### src/rtl/izh_pkg.sv
package izh_pkg;

    localparam int NeuronCount = 1024;
    localparam int Substeps    = 4;
    localparam int IdxW        = 10;
    localparam int AddrW       = (NeuronCount > 1) ? $clog2(NeuronCount) : 1;
    localparam int StepW       = (Substeps > 1) ? $clog2(Substeps) : 1;
    localparam int SubShift    = $clog2(Substeps);
    localparam int CfgIdxW     = 3;
    localparam int QueueDepth  = 2;

    localparam logic [CfgIdxW-1:0] CFG_QUAD   = 3'd0;
    localparam logic [CfgIdxW-1:0] CFG_LIN    = 3'd1;
    localparam logic [CfgIdxW-1:0] CFG_CONST  = 3'd2;
    localparam logic [CfgIdxW-1:0] CFG_RATE   = 3'd3;
    localparam logic [CfgIdxW-1:0] CFG_SENS   = 3'd4;
    localparam logic [CfgIdxW-1:0] CFG_RESETV = 3'd5;
    localparam logic [CfgIdxW-1:0] CFG_JUMP   = 3'd6;
    localparam logic [CfgIdxW-1:0] CFG_THRESH = 3'd7;

    typedef struct packed {
        logic                command;
        logic [IdxW-1:0]     neuron_index;
        logic signed [31:0]  input_current;
        logic                disabled;
    } t_in_item;

    typedef struct packed {
        logic [IdxW-1:0]     out_index;
        logic                fired;
        logic signed [31:0]  new_voltage;
        logic signed [31:0]  new_recovery;
        logic                updated;
    } t_out_item;

    typedef enum logic [1:0] {
        OP_IGNORE,
        OP_INIT,
        OP_READ_ONLY,
        OP_STEP
    } t_op;

    typedef struct packed {
        t_op                 op;
        logic [IdxW-1:0]     neuron_index;
        logic signed [31:0]  input_current;
    } t_job;

    typedef struct packed {
        logic signed [31:0] quad_coeff;
        logic signed [31:0] lin_coeff;
        logic signed [31:0] const_term;
        logic signed [31:0] recovery_rate;
        logic signed [31:0] recovery_sensitivity;
        logic signed [31:0] reset_voltage;
        logic signed [31:0] recovery_jump;
        logic signed [31:0] spike_threshold;
    } t_cfg;

    function automatic logic signed [31:0] sat32(input logic signed [64:0] x);
        logic signed [31:0] r;
        if (x > 65'sd2147483647) begin
            r = 32'sh7FFFFFFF;
        end else if (x < -65'sd2147483648) begin
            r = 32'sh80000000;
        end else begin
            r = x[31:0];
        end
        return r;
    endfunction

    function automatic logic signed [31:0] qadd(input logic signed [31:0] a,
                                                input logic signed [31:0] b);
        logic signed [64:0] s;
        s = 65'(a) + 65'(b);
        return sat32(s);
    endfunction

    function automatic logic signed [31:0] qsub(input logic signed [31:0] a,
                                                input logic signed [31:0] b);
        logic signed [64:0] s;
        s = 65'(a) - 65'(b);
        return sat32(s);
    endfunction

endpackage

### src/rtl/izh_front.sv
module izh_front import izh_pkg::*; (
    input  logic     i_clk,
    input  logic     i_rst_n,
    input  logic     i_valid,
    output logic     o_stall,
    input  t_in_item i_item,
    output logic     o_job_valid,
    input  logic     i_job_take,
    output t_job     o_job
);
    // classify items into jobs and hold them in a small FIFO
    t_job              r_q [QueueDepth];
    logic              r_wp, r_rp;
    logic [1:0]        r_cnt;
    t_job              w_job;
    logic              w_push, w_pop;

    always_comb begin
        w_job.neuron_index  = i_item.neuron_index;
        w_job.input_current = i_item.input_current;
        if (32'(i_item.neuron_index) >= NeuronCount) begin
            w_job.op = OP_IGNORE;
        end else if (i_item.command) begin
            w_job.op = OP_INIT;
        end else if (i_item.disabled) begin
            w_job.op = OP_READ_ONLY;
        end else begin
            w_job.op = OP_STEP;
        end
    end

    assign o_stall     = (r_cnt == 2'(QueueDepth));
    assign w_push      = i_valid && !o_stall;
    assign o_job_valid = (r_cnt != 2'd0);
    assign w_pop       = o_job_valid && i_job_take;
    assign o_job       = r_q[r_rp];

    always_ff @(posedge i_clk) begin
        if (w_push) begin
            r_q[r_wp] <= w_job;
        end
        if (!i_rst_n) begin
            r_wp  <= 1'b0;
            r_rp  <= 1'b0;
            r_cnt <= 2'd0;
        end else begin
            if (w_push) r_wp <= !r_wp;
            if (w_pop) r_rp <= !r_rp;
            r_cnt <= r_cnt + 2'(w_push) - 2'(w_pop);
        end
    end
endmodule

### config.mk
export PLATFORM = sky130hd
export DESIGN_NAME = izh_front
export DESIGN_NICKNAME = d
export VERILOG_FILES = /design/src/rtl/izh_pkg.sv /design/src/rtl/izh_front.sv
export SDC_FILE = /design/constraint.sdc
export NUM_CORES = 1
export LEC_CHECK = 0
export BUFFER_PORTS_ARGS = -buffer_cell sky130_fd_sc_hd__buf_4
export CAP_MARGIN = 20
export CORE_UTILIZATION = 40
export CTS_BUF_LIST = sky130_fd_sc_hd__clkbuf_2
export DETAILED_ROUTE_END_ITERATION = 6
export PLACE_DENSITY = 0.69
export SYNTH_ARGS = -nofsm -noshare
export SYNTH_HDL_FRONTEND = slang
export SYNTH_SLANG_ARGS = --single-unit
export TNS_END_PERCENT = 30
### constraint.sdc
create_clock -name i_clk -period 3.8 [get_ports i_clk]
set_clock_uncertainty 0.05 [all_clocks]
set_input_delay 0.38 -clock i_clk [delete_from_list [all_inputs] [get_ports i_clk]]
set_output_delay 0.38 -clock i_clk [all_outputs]
set_load 0.01 [all_outputs]
==> results by group <==
Outcome
  • Result of the run: completed

CTS
  • Worst-path clk slew: 0.20 ns
  • Htree depth: 3
  • CTS max path bufs: 2
  • CTS tree: built
  • Clock sinks: 93
  • Clock Latency Late Sink: 0.49 ns
  • Root Buffer Master: clkbuf_2
  • Post-CTS sizing: 0
  • CTS Buf Count: 9

Hold path
  • Hold WC Path Type: input pin to flip-flop

Detailed routing
  • Antenna viol nets, final: 0
  • Initial DRT Pass Iterations: 4
  • Residual DRC: 0
  • Met3 wire len: 305 µm
  • Via count: 1,917
  • Overall routed net length: 5.885 mm
  • WL per Instance: 13.98 µm
  • DR WL met2: 3.103 mm
  • Max Used Layer: met4
  • WL met1: 2.390 mm
  • Initial DRC count: 65
  • Via density: 4.553

Logic synthesis
  • Synth warn: 0
  • Post-Syn Area: 0.003621 mm²
  • #FFs+latches synth: 93
  • Post-Syn Nets: 215
  • Synth area leader: edfxtp_1
  • Top cells by area, synth: edfxtp_1 73%, mux2_4 17%, dfxtp_1 2.8%
  • Mean post-synth cell area: 21.95 µm²
  • Share of the synthesized area in the top cell type: 0.7298
  • Sequential area share after synthesis: 0.7574
  • Post-synth cell types: 18
  • Syn Inst Count: 165

Global route
  • Initial antenna violation count: 0
  • Vias in the first global route: 2,021
  • Overall Global Routing Usage: 0.1283
  • Largest net degree at the start of global routing: 45
  • First-pass GRT wire length: 9.259 mm
  • Global route overflow: 0

Timing
  • Slew Viols, Final: 0
  • Endpoints failing hold: 0
  • Final WS setup: 1.554 ns
  • Final Cycle Share: 0.5912
  • Slew @ Worst Pin: 0.7690 ns
  • Fin crit period: 2.246 ns
  • Relative slew slack: 0.4861
  • Fmax: 445.1 MHz
  • Final setup viols: 0
  • Setup TNS: 0 ns
  • RSZ-0062 raised after global routing: no

Cells and area
  • Final core area utilization: 0.5595
  • Ant diodes: 0
  • Post-route cell area: 0.004903 mm²
  • Nets: 360
  • Area Overhead vs Synth: 35.42%
  • Ratio of cells with drive above 1 in the final layout: 0.5016
  • Non-Filler Instances: 421

Setup path
  • Worst Setup End Kind: output pin
  • Slowest-stage cell, CP: buf_4
  • Crit path DAT: 1.82 ns
  • Req. time, crit path: 3.37 ns
  • CP dominant cell by count: buf_4
  • CP delay by family, top: buffers and inverters
  • WP buf/inv: 2
  • Critical-path maximum fanout: 26
  • Worst path cell trace: buf_4, mux2_2, buf_4
  • CP max stage delay: 0.41 ns
  • Crit Path Class: flip-flop to output pin
  • Worst Setup Start Kind: flip-flop

Power and ir drop
  • Clock group share of total power: 0.138
  • Combinational Power Share: 0.347
  • Pwr per Cell Area: 525.5 mW/mm²
  • NetSw: 0.7016 mW
  • Reg power frac: 0.515
  • Peak supply drop: 321.7 µV
  • Sw Share: 0.2723
  • LEAKAGE: 1.957 nW
  • Internal Pwr Total: 1.875 mW

Placed design
  • Post-Place Worst Slack: 1.667 ns
  • Port buffer count: 93
  • RePlAce Congestion: 0.6490
  • Placed Instances: 364
  • Total cell area at the placement stage: 0.004395 mm²
  • Post-DP HPWL: 3.725 mm

Floorplan
  • Die ar.: 0.009437 mm²
  • Die Y: 97.15 µm
  • Horiz. Die Dim: 97.15 µm
  • Starting Density: 0.4132
  • Standard-cell row count: 34
  • Core Area: 0.008763 mm²
  • # IOs: 94

Job
  • Max Cap Viol: 0
-- Yosys cell counts, drive strengths merged --
cell type / count
nand2b: 2
nand2: 3
mux2i: 1
nor2: 4
edfxtp: 88
inv: 4
and2: 1
xor2: 1
xnor2: 2
or2: 1
buf: 5
dfxtp: 5
and3: 1
o21a: 1
mux2: 44
ha: 2
-- routing by layer --
layer	GRT usage	vias up
met3	0.03669	9
met4	0.06200	0
li1	-	922
met5	0	-
met2	0.2329	55
met1	0.1356	931
-- logic make-up after synthesis --
family,after synthesis,synth area share
compound gates,1,0.002074
xor+xnor,3,0.007258
fa+ha+maj,2,0.006910
buf+inv,9,0.02937
flops,93,0.7574
mux,45,0.1811
simple gates,12,0.01590
-- power groups by stage --
stage          logic [mW]  clock network [mW]  registers [mW]
3_5_place_dp        0.869                   0            1.35
3_3_place_gp        0.859                   0            1.35
5_1_grt             0.962               0.413            1.34
2_1_floorplan       0.583                   0            1.35
6_report            0.894               0.355            1.33
4_1_cts             0.907               0.376            1.33
-- worst reg2reg max path, cell delays in order, from the launching register on --
cell,delay (ns)
dfxtp_1,0.41
nand2b_1,0.16
nand2_1,0.15
nor2_4,0.62
buf_4,0.41
-- metrics by stage --
step,power (mW),hold slack (ns)
2_1_floorplan,1.929,0.4049
3_3_place_gp,2.205,0.4493
3_5_place_dp,2.223,0.4592
4_1_cts,2.612,0.008837
5_1_grt,2.714,0.0008273
6_report,2.577,0.06088
-- layout make-up --
class	instances	area [µm²]
Inverter	4	15.01
Timing Repair Buffer	139	1161
Clock buffer	10	50.05
Fill cell	708	3860
Tap cell	108	135.1
Sequential cell	93	2744
Clock inverter	4	17.52
Multi-Input combinational cell	63	780.7
-- registers in the layout (all words and copies together) (netlist names), named ones only --
name,count
r_q,88
r_cnt,2
r_rp,1
r_wp,1
-- worst paths after layout --
path / depth (start not counted) / slack, ns / from / endpoint
max: 3 / 1.55 / flip-flop / o_job[0]
min: 2 / 0.06 / i_rst_n / r_cnt[0]$_SDFF_PN0_
max reg2reg: 4 / 1.71 / r_cnt[0]$_SDFF_PN0_ / r_q[0][41]$_DFFE_PP_
min reg2reg: 2 / 0.50 / r_rp$_SDFFE_PN0P_ / r_rp$_SDFFE_PN0P_
-- cells in the final DEF, fill, tap and decap left out, types with 3 or more instances in the layout --
cell and count:
inv_1 4, clkbuf_2 10, dfxtp_1 4, mux2_4 40
nor2_1 3, buf_4 96, nand2_1 3, mux2_2 4
dlygate4sd3_1 42, edfxtp_1 88
-- timing repair --
action	CTS	global route
endpoints found under the hold margin	84	0
setup buffers	0	0
hold buffers	42	0
No activity file was read; power rests on OpenSTA's default activity.
